## src/rtl/sal_pkg.sv

```systemverilog
package sal_pkg;

   localparam int ENT_W            = 4;
   localparam int ENT_NUM          = 16;
   localparam int COORD_W          = 16;
   localparam int RAD_W            = 15;
   localparam int LIM_W            = 4;
   localparam int KIND_W           = 3;
   localparam int OP_W             = 2;
   localparam int MAX_ENTITIES_DEF = 16;

   localparam logic [OP_W-1:0] OP_ENTER = 2'd0;
   localparam logic [OP_W-1:0] OP_LEAVE = 2'd1;
   localparam logic [OP_W-1:0] OP_MOVE  = 2'd2;
   localparam logic [OP_W-1:0] OP_QUERY = 2'd3;

   localparam logic [KIND_W-1:0] KIND_ENTER = 3'd0;
   localparam logic [KIND_W-1:0] KIND_LEAVE = 3'd1;
   localparam logic [KIND_W-1:0] KIND_MOVE  = 3'd2;
   localparam logic [KIND_W-1:0] KIND_NEAR  = 3'd3;
   localparam logic [KIND_W-1:0] KIND_DONE  = 3'd4;

   typedef struct packed {
      logic [OP_W-1:0]           operation;
      logic [ENT_W-1:0]          entity;
      logic signed [COORD_W-1:0] pos_x;
      logic signed [COORD_W-1:0] pos_y;
      logic [LIM_W-1:0]          query_limit;
   } req_type;

   typedef struct packed {
      logic [KIND_W-1:0]         kind;
      logic [ENT_W-1:0]          subject;
      logic [ENT_W-1:0]          object;
      logic signed [COORD_W-1:0] event_x;
      logic signed [COORD_W-1:0] event_y;
      logic                      status;
      logic [LIM_W-1:0]          found_count;
      logic                      is_last;
   } rsp_type;

   typedef struct packed {
      logic                      used;
      logic [ENT_W-1:0]          entity;
      logic signed [COORD_W-1:0] x;
      logic signed [COORD_W-1:0] y;
   } slot_type;

   typedef struct packed {
      logic load;
      logic take_left;
      logic take_right;
   } cell_cmd_type;

   typedef struct packed {
      logic x_ge;
      logic hit;
   } cell_flag_type;

endpackage

```

## src/rtl/sorted_list_area_of_interest_unit.sv

```systemverilog
// Area-of-interest tracker over a row of cells that keep the entity list sorted by x.
// A transaction is taken when start is high and busy is low. Its events come out on
// rsp_strobe and rsp_payload at most one per cycle and end with a done item. The receiver
// cannot stall them. The neighbor walk reads, squares and compares every slot it visits,
// except the slot that ends a side of the walk, which it only reads. The second event of
// each enter or leave pair is sent from a state of its own, and enter and leave each take
// a state for the list shift. Busy drops in the same cycle as the done item appears on the
// ports, so the next transaction can be taken while the done item is there. A move runs
// two walks with a removal and an insertion between them. It then replays each old neighbor
// with two events, and each new neighbor that was not an old one with two enter events.
module sorted_list_area_of_interest_unit #(
   parameter int MAX_ENTITIES = sal_pkg::MAX_ENTITIES_DEF
) (
   input  logic                           clock,
   input  logic                           reset,
   input  logic                           start,
   output logic                           busy,
   input  sal_pkg::req_type               req_payload,
   input  logic                           csr_write_en,
   input  logic [sal_pkg::RAD_W-1:0]      csr_write_data,
   output logic                           rsp_strobe,
   output sal_pkg::rsp_type               rsp_payload
);
   import sal_pkg::*;

   localparam int IW = (MAX_ENTITIES > 1) ? $clog2(MAX_ENTITIES) : 1;
   localparam int CW = $clog2(MAX_ENTITIES + 1);

   localparam logic [3:0] ST_IDLE   = 4'd0;
   localparam logic [3:0] ST_INS    = 4'd1;
   localparam logic [3:0] ST_RMV    = 4'd2;
   localparam logic [3:0] ST_WBEGIN = 4'd3;
   localparam logic [3:0] ST_RD     = 4'd4;
   localparam logic [3:0] ST_SQ     = 4'd5;
   localparam logic [3:0] ST_CMP    = 4'd6;
   localparam logic [3:0] ST_EV2    = 4'd7;
   localparam logic [3:0] ST_OLD_A  = 4'd8;
   localparam logic [3:0] ST_OLD_B  = 4'd9;
   localparam logic [3:0] ST_NEW_A  = 4'd10;
   localparam logic [3:0] ST_NEW_B  = 4'd11;
   localparam logic [3:0] ST_DONE   = 4'd12;

   logic [3:0] state_ff, state_in;
   logic [OP_W-1:0] op_ff, op_in;
   logic [ENT_W-1:0] ent_ff, ent_in;
   logic signed [COORD_W-1:0] px_ff, px_in, py_ff, py_in, cx_ff, cx_in, cy_ff, cy_in;
   logic [LIM_W-1:0] limit_ff, limit_in, found_ff, found_in;
   logic [IW-1:0] pos_ff, pos_in, idx_ff, idx_in, em_ff, em_in;
   logic [IW-1:0] old_num_ff, old_num_in, new_num_ff, new_num_in;
   logic [CW-1:0] cnt_ff, cnt_in;
   logic right_ff, right_in, phase_new_ff, phase_new_in;
   logic [ENT_NUM-1:0] present_ff, present_in;
   logic [ENT_NUM-1:0] old_mask_ff, old_mask_in, new_mask_ff, new_mask_in;
   logic [ENT_W-1:0] old_list_ff [MAX_ENTITIES];
   logic [ENT_W-1:0] old_list_in [MAX_ENTITIES];
   logic [ENT_W-1:0] new_list_ff [MAX_ENTITIES];
   logic [ENT_W-1:0] new_list_in [MAX_ENTITIES];
   logic signed [16:0] dx_ff, dx_in, dy_ff, dy_in;
   logic [31:0] sqx_ff, sqx_in, sqy_ff, sqy_in;
   logic [ENT_W-1:0] nb_ent_ff, nb_ent_in;
   logic signed [COORD_W-1:0] nb_x_ff, nb_x_in, nb_y_ff, nb_y_in;
   logic [RAD_W-1:0] radius_ff;
   logic [2*RAD_W-1:0] rsq_ff;
   logic rsp_valid_ff, rsp_valid_in;
   rsp_type rsp_ff, rsp_in;

   slot_type      slot_q [MAX_ENTITIES];
   cell_cmd_type  cmd    [MAX_ENTITIES];
   cell_flag_type flags  [MAX_ENTITIES];
   slot_type      new_slot, empty_slot, rd_slot;

   logic [IW-1:0] hit_pos, ins_pos, rs_idx, adv_idx;
   logic rs_ok, adv_ok, adv_right, req_valid;
   logic [3:0] end_st;
   logic signed [16:0] gap;
   logic brk, in_view;
   logic signed [33:0] prodx, prody;

   assign new_slot   = '{used: 1'b1, entity: ent_ff, x: px_ff, y: py_ff};
   assign empty_slot = '0;

   for (genvar j = 0; j < MAX_ENTITIES; j++) begin : g_cell
      always_comb begin
         cmd[j].load       = (state_ff == ST_INS) && (ins_pos == IW'(j));
         cmd[j].take_left  = (state_ff == ST_INS) && (IW'(j) > ins_pos);
         cmd[j].take_right = (state_ff == ST_RMV) && (IW'(j) >= pos_ff);
      end
      sal_cell u_cell (
         .clock      (clock),
         .reset      (reset),
         .cmd        (cmd[j]),
         .new_slot   (new_slot),
         .left_slot  ((j == 0) ? new_slot : slot_q[(j == 0) ? 0 : j - 1]),
         .right_slot ((j == MAX_ENTITIES - 1) ? empty_slot
                                              : slot_q[(j == MAX_ENTITIES - 1) ? j : j + 1]),
         .key_x      (px_ff),
         .key_entity (req_payload.entity),
         .slot       (slot_q[j]),
         .flags      (flags[j])
      );
   end

   always_comb begin
      hit_pos = '0;
      ins_pos = IW'(cnt_ff);
      for (int j = MAX_ENTITIES - 1; j >= 0; j--) begin
         if (flags[j].hit) hit_pos = IW'(j);
         if (flags[j].x_ge) ins_pos = IW'(j);
      end
   end

   assign rd_slot   = slot_q[idx_ff];
   assign req_valid = int'(req_payload.entity) < MAX_ENTITIES;

   // Walk order: left of the center slot going outward, then right of it.
   assign rs_ok  = (CW'(pos_ff) + CW'(1)) < cnt_ff;
   assign rs_idx = pos_ff + IW'(1);

   always_comb begin
      if (!right_ff) begin
         if (idx_ff != '0) begin
            adv_ok    = 1'b1;
            adv_right = 1'b0;
            adv_idx   = idx_ff - IW'(1);
         end else begin
            adv_ok    = rs_ok;
            adv_right = 1'b1;
            adv_idx   = rs_idx;
         end
      end else begin
         adv_ok    = (CW'(idx_ff) + CW'(1)) < cnt_ff;
         adv_right = 1'b1;
         adv_idx   = idx_ff + IW'(1);
      end
   end

   always_comb begin
      unique case (op_ff)
         OP_ENTER: end_st = ST_DONE;
         OP_QUERY: end_st = ST_DONE;
         OP_LEAVE: end_st = ST_RMV;
         OP_MOVE:  end_st = phase_new_ff ? ST_OLD_A : ST_RMV;
         default:  end_st = ST_DONE;
      endcase
   end

   assign dx_in  = $signed({cx_ff[COORD_W-1], cx_ff}) - $signed({rd_slot.x[COORD_W-1], rd_slot.x});
   assign dy_in  = $signed({cy_ff[COORD_W-1], cy_ff}) - $signed({rd_slot.y[COORD_W-1], rd_slot.y});
   assign gap    = right_ff ? -dx_in : dx_in;
   assign brk    = gap > $signed({2'b00, radius_ff});
   assign prodx  = dx_ff * dx_ff;
   assign prody  = dy_ff * dy_ff;
   assign sqx_in = prodx[31:0];
   assign sqy_in = prody[31:0];
   assign in_view = ({1'b0, sqx_ff} + {1'b0, sqy_ff}) <= {3'b000, rsq_ff};
   assign nb_ent_in = rd_slot.entity;
   assign nb_x_in   = rd_slot.x;
   assign nb_y_in   = rd_slot.y;

   always_comb begin
      state_in     = state_ff;
      op_in        = op_ff;
      ent_in       = ent_ff;
      px_in        = px_ff;
      py_in        = py_ff;
      cx_in        = cx_ff;
      cy_in        = cy_ff;
      limit_in     = limit_ff;
      found_in     = found_ff;
      pos_in       = pos_ff;
      idx_in       = idx_ff;
      em_in        = em_ff;
      old_num_in   = old_num_ff;
      new_num_in   = new_num_ff;
      cnt_in       = cnt_ff;
      right_in     = right_ff;
      phase_new_in = phase_new_ff;
      present_in   = present_ff;
      old_mask_in  = old_mask_ff;
      new_mask_in  = new_mask_ff;
      old_list_in  = old_list_ff;
      new_list_in  = new_list_ff;
      rsp_valid_in = 1'b0;
      rsp_in       = '0;
      rsp_in.subject = ent_ff;

      unique case (state_ff)
         ST_IDLE: begin
            if (start) begin
               op_in        = req_payload.operation;
               ent_in       = req_payload.entity;
               px_in        = req_payload.pos_x;
               py_in        = req_payload.pos_y;
               limit_in     = req_payload.query_limit;
               found_in     = '0;
               em_in        = '0;
               phase_new_in = 1'b0;
               old_num_in   = '0;
               new_num_in   = '0;
               old_mask_in  = '0;
               new_mask_in  = '0;
               pos_in       = hit_pos;
               cx_in        = slot_q[hit_pos].x;
               cy_in        = slot_q[hit_pos].y;
               if (req_payload.operation == OP_ENTER) begin
                  if (!req_valid || present_ff[req_payload.entity] ||
                      (int'(cnt_ff) >= MAX_ENTITIES)) begin
                     rsp_valid_in   = 1'b1;
                     rsp_in.kind    = KIND_DONE;
                     rsp_in.subject = req_payload.entity;
                     rsp_in.status  = 1'b1;
                     rsp_in.is_last = 1'b1;
                  end else begin
                     present_in[req_payload.entity] = 1'b1;
                     state_in = ST_INS;
                  end
               end else if (!(req_valid && present_ff[req_payload.entity])) begin
                  rsp_valid_in   = 1'b1;
                  rsp_in.kind    = KIND_DONE;
                  rsp_in.subject = req_payload.entity;
                  rsp_in.status  = 1'b1;
                  rsp_in.is_last = 1'b1;
               end else begin
                  state_in = ST_WBEGIN;
               end
            end
         end
         ST_INS: begin
            pos_in       = ins_pos;
            cnt_in       = cnt_ff + CW'(1);
            cx_in        = px_ff;
            cy_in        = py_ff;
            phase_new_in = 1'b1;
            state_in     = ST_WBEGIN;
         end
         ST_RMV: begin
            cnt_in = cnt_ff - CW'(1);
            if (op_ff == OP_LEAVE) begin
               present_in[ent_ff] = 1'b0;
               state_in = ST_DONE;
            end else begin
               state_in = ST_INS;
            end
         end
         ST_WBEGIN: begin
            if (pos_ff != '0) begin
               right_in = 1'b0;
               idx_in   = pos_ff - IW'(1);
               state_in = ST_RD;
            end else if (rs_ok) begin
               right_in = 1'b1;
               idx_in   = rs_idx;
               state_in = ST_RD;
            end else begin
               state_in = end_st;
            end
         end
         ST_RD: begin
            if (brk) begin
               if (!right_ff && rs_ok) begin
                  right_in = 1'b1;
                  idx_in   = rs_idx;
               end else begin
                  state_in = end_st;
               end
            end else begin
               state_in = ST_SQ;
            end
         end
         ST_SQ: begin
            state_in = ST_CMP;
         end
         ST_CMP, ST_EV2: begin
            if (adv_ok) begin
               right_in = adv_right;
               idx_in   = adv_idx;
               state_in = ST_RD;
            end else begin
               state_in = end_st;
            end
            if (state_ff == ST_EV2) begin
               rsp_valid_in   = 1'b1;
               rsp_in.kind    = (op_ff == OP_ENTER) ? KIND_ENTER : KIND_LEAVE;
               rsp_in.subject = nb_ent_ff;
               rsp_in.object  = ent_ff;
               rsp_in.event_x = nb_x_ff;
               rsp_in.event_y = nb_y_ff;
            end else if (in_view) begin
               unique case (op_ff)
                  OP_ENTER, OP_LEAVE: begin
                     rsp_valid_in   = 1'b1;
                     rsp_in.kind    = (op_ff == OP_ENTER) ? KIND_ENTER : KIND_LEAVE;
                     rsp_in.object  = nb_ent_ff;
                     rsp_in.event_x = cx_ff;
                     rsp_in.event_y = cy_ff;
                     state_in       = ST_EV2;
                     right_in       = right_ff;
                     idx_in         = idx_ff;
                  end
                  OP_QUERY: begin
                     if (found_ff < limit_ff) begin
                        rsp_valid_in  = 1'b1;
                        rsp_in.kind   = KIND_NEAR;
                        rsp_in.object = nb_ent_ff;
                        found_in      = found_ff + LIM_W'(1);
                     end
                  end
                  OP_MOVE: begin
                     if (phase_new_ff) begin
                        new_list_in[new_num_ff] = nb_ent_ff;
                        new_num_in              = new_num_ff + IW'(1);
                        new_mask_in[nb_ent_ff]  = 1'b1;
                     end else begin
                        old_list_in[old_num_ff] = nb_ent_ff;
                        old_num_in              = old_num_ff + IW'(1);
                        old_mask_in[nb_ent_ff]  = 1'b1;
                     end
                  end
                  default: ;
               endcase
            end
         end
         ST_OLD_A: begin
            if (em_ff == old_num_ff) begin
               em_in    = '0;
               state_in = ST_NEW_A;
            end else begin
               rsp_valid_in   = 1'b1;
               rsp_in.kind    = new_mask_ff[old_list_ff[em_ff]] ? KIND_MOVE : KIND_LEAVE;
               rsp_in.object  = old_list_ff[em_ff];
               rsp_in.event_x = px_ff;
               rsp_in.event_y = py_ff;
               state_in       = ST_OLD_B;
            end
         end
         ST_OLD_B: begin
            rsp_valid_in   = 1'b1;
            rsp_in.kind    = new_mask_ff[old_list_ff[em_ff]] ? KIND_MOVE : KIND_LEAVE;
            rsp_in.subject = old_list_ff[em_ff];
            rsp_in.object  = ent_ff;
            rsp_in.event_x = px_ff;
            rsp_in.event_y = py_ff;
            em_in          = em_ff + IW'(1);
            state_in       = ST_OLD_A;
         end
         ST_NEW_A: begin
            if (em_ff == new_num_ff) begin
               state_in = ST_DONE;
            end else if (old_mask_ff[new_list_ff[em_ff]]) begin
               em_in = em_ff + IW'(1);
            end else begin
               rsp_valid_in   = 1'b1;
               rsp_in.kind    = KIND_ENTER;
               rsp_in.object  = new_list_ff[em_ff];
               rsp_in.event_x = px_ff;
               rsp_in.event_y = py_ff;
               state_in       = ST_NEW_B;
            end
         end
         ST_NEW_B: begin
            rsp_valid_in   = 1'b1;
            rsp_in.kind    = KIND_ENTER;
            rsp_in.subject = new_list_ff[em_ff];
            rsp_in.object  = ent_ff;
            rsp_in.event_x = px_ff;
            rsp_in.event_y = py_ff;
            em_in          = em_ff + IW'(1);
            state_in       = ST_NEW_A;
         end
         ST_DONE: begin
            rsp_valid_in       = 1'b1;
            rsp_in.kind        = KIND_DONE;
            rsp_in.found_count = found_ff;
            rsp_in.is_last     = 1'b1;
            state_in           = ST_IDLE;
         end
         default: begin
            state_in = ST_IDLE;
         end
      endcase
   end

   always_ff @(posedge clock) begin
      if (reset) begin
         state_ff     <= ST_IDLE;
         cnt_ff       <= '0;
         present_ff   <= '0;
         radius_ff    <= '0;
         rsp_valid_ff <= 1'b0;
      end else begin
         state_ff     <= state_in;
         cnt_ff       <= cnt_in;
         present_ff   <= present_in;
         rsp_valid_ff <= rsp_valid_in;
         if (csr_write_en) radius_ff <= csr_write_data;
      end
   end

   always_ff @(posedge clock) begin
      op_ff        <= op_in;
      ent_ff       <= ent_in;
      px_ff        <= px_in;
      py_ff        <= py_in;
      cx_ff        <= cx_in;
      cy_ff        <= cy_in;
      limit_ff     <= limit_in;
      found_ff     <= found_in;
      pos_ff       <= pos_in;
      idx_ff       <= idx_in;
      em_ff        <= em_in;
      old_num_ff   <= old_num_in;
      new_num_ff   <= new_num_in;
      right_ff     <= right_in;
      phase_new_ff <= phase_new_in;
      old_mask_ff  <= old_mask_in;
      new_mask_ff  <= new_mask_in;
      old_list_ff  <= old_list_in;
      new_list_ff  <= new_list_in;
      dx_ff        <= dx_in;
      dy_ff        <= dy_in;
      sqx_ff       <= sqx_in;
      sqy_ff       <= sqy_in;
      nb_ent_ff    <= nb_ent_in;
      nb_x_ff      <= nb_x_in;
      nb_y_ff      <= nb_y_in;
      rsq_ff       <= radius_ff * radius_ff;
      rsp_ff       <= rsp_in;
   end

   assign busy        = state_ff != ST_IDLE;
   assign rsp_strobe  = rsp_valid_ff;
   assign rsp_payload = rsp_ff;

endmodule

```

## src/rtl/sal_cell.sv

```systemverilog
module sal_cell (
   input  logic                              clock,
   input  logic                              reset,
   input  sal_pkg::cell_cmd_type             cmd,
   input  sal_pkg::slot_type                 new_slot,
   input  sal_pkg::slot_type                 left_slot,
   input  sal_pkg::slot_type                 right_slot,
   input  logic signed [sal_pkg::COORD_W-1:0] key_x,
   input  logic [sal_pkg::ENT_W-1:0]          key_entity,
   output sal_pkg::slot_type                 slot,
   output sal_pkg::cell_flag_type            flags
);
   import sal_pkg::*;

   slot_type slot_ff;

   always_ff @(posedge clock) begin
      priority if (reset) begin
         slot_ff.used <= 1'b0;
      end else if (cmd.load) begin
         slot_ff <= new_slot;
      end else if (cmd.take_left) begin
         slot_ff <= left_slot;
      end else if (cmd.take_right) begin
         slot_ff <= right_slot;
      end
   end

   assign slot       = slot_ff;
   assign flags.x_ge = slot_ff.used && (slot_ff.x >= key_x);
   assign flags.hit  = slot_ff.used && (slot_ff.entity == key_entity);

endmodule
```

## config.mk

```make
export PLATFORM = sky130hd
export DESIGN_NAME = sorted_list_area_of_interest_unit
export DESIGN_NICKNAME = d
export VERILOG_FILES = /design/src/rtl/sal_pkg.sv /design/src/rtl/sorted_list_area_of_interest_unit.sv /design/src/rtl/sal_cell.sv
export SDC_FILE = /design/constraint.sdc
export NUM_CORES = 2
export LEC_CHECK = 0
export BUFFER_PORTS_ARGS = -buffer_cell sky130_fd_sc_hd__buf_2
export CAP_MARGIN = 20
export CORE_UTILIZATION = 50
export CTS_CLUSTER_SIZE = 30
export DETAILED_ROUTE_END_ITERATION = 10
export MAX_ROUTING_LAYER = met4
export PLACE_DENSITY = 0.66
export SYNTH_ARGS = -nofsm -noshare
export SYNTH_HDL_FRONTEND = slang
export SYNTH_HIERARCHICAL = 1
export SYNTH_SLANG_ARGS = --single-unit
```

## constraint.sdc

```tcl
create_clock -name clock -period 13 [get_ports clock]
set_input_delay 3.9 -clock clock [delete_from_list [all_inputs] [get_ports clock]]
set_output_delay 3.9 -clock clock [all_outputs]
set_load 0.02 [all_outputs]
```

; ---- Word-level counts from Yosys, hierarchy flattened
; Cells that the tools add are included.
[word_totals]
reg_bits = 1106
latchBits = 0
mem_bits_rw = 0
rom_bits = 0
in_bits = 61
out_inout_bits = 51
word_cells = 689
mem_count = 0
[op_classes]
addsub = 16
mul = 3
n_div = 0
magnitude_cmp = 69
n_eq_ne = 70
shifts = 0
n_mux = 235
bitwise_logic = 13
reduce_logical = 149
[ops]
columns = op, count
row1 = $mux W37, 48
row2 = $mux W4, 83
row3 = $bmux W37 S4, 2
row4 = $ge A16 B16 Y1, 16
row5 = $mux W36, 7
row6 = $mux W16, 15
row7 = $pmux W16 S2, 5
row8 = $pmux W36 S4, 1
row9 = $bwmux W64, 2
row10 = $mux W32, 3
row11 = $logic_and A1 B1 Y1, 86
row12 = $eq A4 B4 Y1, 18
row13 = $mul A17 B17 Y32, 2
row14 = $eq A4 B4 Y1 const B, 13
row15 = $reduce_bool A3 Y1, 17
row16 = $or A16 B16 Y16, 3
row17 = $pmux W4 S11, 1
row18 = $pmux W4 S2, 5
row19 = $reduce_and A2 Y1, 18
row20 = $sub A16 B16 Y17, 2
row21 = $add A32 B32 Y33, 1
row22 = $le A33 B30 Y1, 1
row23 = $bmux W4 S4, 2
row24 = $demux W4 S4, 2
row25 = 60 further kinds, 202

; ---- Logic depth before layout (Yosys ltp)
[depth]
ltp_word = 24
mapped_depth = 27
ltp_nobuf = 25

; ---- Cells and area by module
; The synthesis kept the hierarchy.
[by_module_without_submodules]
columns = module, n_inst, cells_each, area_per_inst_um2, seq_area_each_um2
row1 = sorted_list_area_of_interest_unit, 1, 5471, 56955.9, 12832.3
row2 = sal_cell at g_cell[0].u_cell ..., 15, 231, 2354.8, 1101.1
row3 = sal_cell at g_cell[4].u_cell, 1, 229, 2357.3, 1101.1

; ---- Worst setup path after synthesis
; No wires, ideal clock.
[synth_path]
path_type = reg-to-reg
startpoint = register idx_ff[0]
endpoint = register idx_ff[0] (enable)
setup_time_ns = 0.374
arrival_ns = 7.462
slack_ns = 5.165
path_stages_with_launch = 28
path_buffers = 3
synth_period_minus_slack_ns = 7.835
cell_sequence = edfxtp_1 > clkbuf_1 > clkbuf_1 > buf_1 > mux4_2 > mux4_2 > ha_1 > fa_1 > nand2b_1 > a21oi_1 > xor2_1 > or2_1 > or3_1 > or4_1 > o21ai_0 > xnor2_1 > ha_1 > a21o_1 > a21oi_1 > nor2b_1 > a2111oi_0 > a221o_1 > a31oi_1 > nor2_1 > o21ai_0 > a31oi_1 > or2_1 > nor3_1
[synth_lines]
columns = item, line_no
row1 = "start, declared", sorted_list_area_of_interest_unit.sv:48  ; logic [IW-1:0] pos_ff, pos_in, idx_ff, idx_in, em_ff, em_in;
row2 = "start signal, assigned", sorted_list_area_of_interest_unit.sv:409  ; idx_ff <= idx_in;

==> key figures <==
Outcome
  • Status: finished with violations
  • Failing checks: design-rule violations

Placement
  • PortBufs: 111
  • DP Wirelength: 212 mm
  • Setup Slack @ Placement: 4110 ps
  • Routability cong.: 1.01

Clock tree
  • CTS tree: built
  • Skew-Pair Late Insertion Delay: 830 ps
  • Hold Buf Count CTS: 0
  • # clock sinks: 1103
  • CTS H-Tree Depth: 4
  • CTS resizes: 0
  • Clk buf depth: 3
  • Post-CTS Setup Bufs: 0
  • Reg clk slew, reported paths: 60 ps
  • Number of CTS-inserted buffers: 135
  • CTS Root Cell: clkbuf_16

Global route
  • Grt total ovfl: 0
  • First-pass GRT wire length: 462 mm
  • Tot GR Track Use: 0.330
  • Largest net degree at the start of global routing: 97
  • Vias in the first global route: 73598
  • Initial antenna violation count: 9

Yosys
  • Compound-Gate Fraction of Synth Area: 0.106
  • Netlist cell types: 107
  • Syn avg cell area: 10.3 um^2
  • Combinational family with the most area after synthesis: adder cells
  • Top FF cell, synth: edfxtp_1
  • XOR/XNOR Fraction of Synth Area: 0.0242
  • Number of synthesized flops with an enable pin: 836
  • Register bit total from synthesis: 1103
  • Warnings, synthesis: 6
  • Post-Synth Adder-Cell Area: 0.225
  • Multiplexer share of the synthesized area: 0.152
  • Post-Synthesis Cells: 9165
  • Mapped cell area: 94600 um^2
  • Synth async-reset ratio: 0
  • Post-Synth Simple-Gate Area: 0.104
  • Share of the yosys chip area belonging to registers: 0.322

Worst setup path
  • Worst EP required: 13430 ps
  • Crit end category: flop
  • Setup crit start: idx_ff[0]
  • Worst setup SP type: flop
  • R2R Path End: idx_ff[1]
  • Critical Path AT: 8980 ps
  • Crit path max fanout: 83
  • Worst Setup Path Type: flop to flop
  • Reg2reg start: idx_ff[0]
  • R2R cell count: 25
  • FF-to-FF setup slack: 4450 ps

Min path
  • Hold Path End: present_ff[9]
  • Hold Startpoint: present_ff[9]
  • Hold path depth: 2
  • Min-delay worst type: flop to flop

Timing
  • Slew Limit Fails: 0
  • Min Hold Slack: 477 ps
  • RSZ-0062 raised after global routing: false
  • Worst-Margin Slew: 1190 ps
  • Worst setup skew after layout: 59.4 ps
  • Worst setup margin: 4450 ps
  • FMAX: 117 MHz
  • Finish-stage setup viols: 0
  • Post-layout min period: 8550 ps
  • Max transition margin: 0.208
  • Total negative setup slack: 0 ps
  • Final Hold Vio Count: 0
  • Period utilization: 0.657

Layout
  • Area Overhead vs Synth: 8.45%
  • Most common cell after layout, fill and taps aside: inv_1
  • Share of cells above drive strength 1: 0.107
  • Final #Nets: 10538
  • Fillers: 16418
  • Most frequent cells in the layout: inv_1 (1204), nand2_1 (1045), edfxtp_1 (836), mux2i_1 (706), fa_1 (657)

Drt
  • Routed via count: 73023
  • TritonRoute pass-1 iters: 11
  • Routed length per instance: 26.0 um
  • Drc violations: 4
  • 1st-iter DRT viols: 8137
  • Routed Wire Length: 307 mm
  • Vias per Instance: 6.20
  • Post-route antenna net violation count: 0

Run
  • Max-cap violations: 0

Floorplanning
  • Die Width: 437 um
  • Chip Height: 437 um
  • # IOs: 112
  • Die area: 191000 um^2
  • Row cnt: 159
  • Core Region: 188000 um^2
  • Starting Density: 0.504
logic make-up after synthesis:
| family | Yosys count |
|---|---|
| buffers and inverters | 1640 |
| AO/OA/AOI/OAI | 1630 |
| multiplexers | 1067 |
| other | 2 |
| adder cells (fa/ha/maj) | 1310 |
| flip-flops | 1103 |
| XOR/XNOR | 262 |
| AND/OR/NAND/NOR | 2151 |
cell usage after synthesis (43+ instances only):
cell type	n	area, um^2
mux2i_1	706	7070
xnor2_1	195	1710
fa_1	657	13200
o21ai_1	354	1770
mux2_2	70	788
dfxtp_1	267	5350
nor3_1	82	410
ha_1	653	8170
a31oi_1	62	388
xor2_1	67	587
a21oi_1	318	1590
nand4_1	63	394
a211oi_1	58	435
clkbuf_1	282	1060
a21o_1	63	473
nand3_1	60	300
buf_1	43	161
nand2b_1	49	307
inv_1	1208	4530
nand2_1	1052	3950
buf_2	87	435
o21ai_0	425	2130
edfxtp_1	836	25100
and3_1	43	269
nor2_1	454	1700
mux4_2	291	6550
and2_1	146	913
nor2b_1	64	400
worst max path at each step:
| stage | end | slack [ps] |
|---|---|---|
| final | idx_ff[1] | 4450 |
| after CTS | idx_ff[1] | 4550 |
| after global placement | cx_ff[10] | 4170 |
| after detailed placement | cx_ff[10] | 4110 |
| after global routing | idx_ff[1] | 4130 |
| after floorplan | idx_ff[0] | 5160 |
sequential cells by signal, summed over array words and instances (netlist names), 5 cells and up:
| signal | cells |
|---|---|
| rsq_ff | 29 |
| nb_x_ff | 16 |
| px_ff | 16 |
| present_ff | 16 |
| sqx_ff | 31 |
| dy_ff | 17 |
| sqy_ff | 31 |
| radius_ff | 15 |
| rsp_payload | 49 |
| cy_ff | 16 |
| old_list_ff | 64 |
| nb_y_ff | 16 |
| py_ff | 16 |
| new_list_ff | 64 |
| dx_ff | 17 |
| g_cell.u_cell/slot | 592 |
| old_mask_ff | 16 |
| new_mask_ff | 16 |
| cnt_ff | 5 |
| cx_ff | 16 |
layout make-up:
type / instances / area (um^2) / area share
multi-input combinational: 6476 / 58500 / 0.570
clock inverter: 67 / 652 / 0.00635
tap: 2495 / 3120 / 0.0304
inverter: 1220 / 4580 / 0.0446
antenna: 9 / 22.5 / 0.000219
sequential: 1103 / 30400 / 0.297
clock buffer: 182 / 3850 / 0.0376
timing repair buffer: 231 / 1500 / 0.0146
stage by stage:
step	cell area, um^2	util	cells
after global routing	103000	0.546	11781
after detailed placement	98100	0.522	11522
after CTS	103000	0.546	11771
after floorplan	94800	-	9219
after global placement	98100	0.522	11522
final	103000	0.546	11783
critical path: stages (launching register included):
cell	delay, ps
edfxtp_1	410
buf_12	500
mux4_2	590
mux4_2	520
ha_1	240
fa_1	410
nand2b_1	200
a21oi_1	170
xor2_1	130
or2_1	270
or3_1	450
or4_1	550
o21ai_0	210
xnor2_1	100
ha_1	320
a21o_1	120
a21oi_1	60
nor2b_1	100
a2111oi_0	90
a221o_1	350
a31oi_1	330
nor2_1	70
o21ai_0	660
a31oi_1	200
or2_1	300
nor3_1	720
per-layer routing:
layer	part of all wire	GRT usage	wire [um]	vias to the layer above
met5	0	-	0	-
met4	0.056	0.161	17200	0
met3	0.10	0.0731	31800	849
met2	0.46	0.506	140000	4135
met1	0.38	0.413	118000	36177
li1	-	-	-	31862
Power is not shown: default switching activity piles up to over one toggle a cycle in this logic, so the estimate is an artifact.
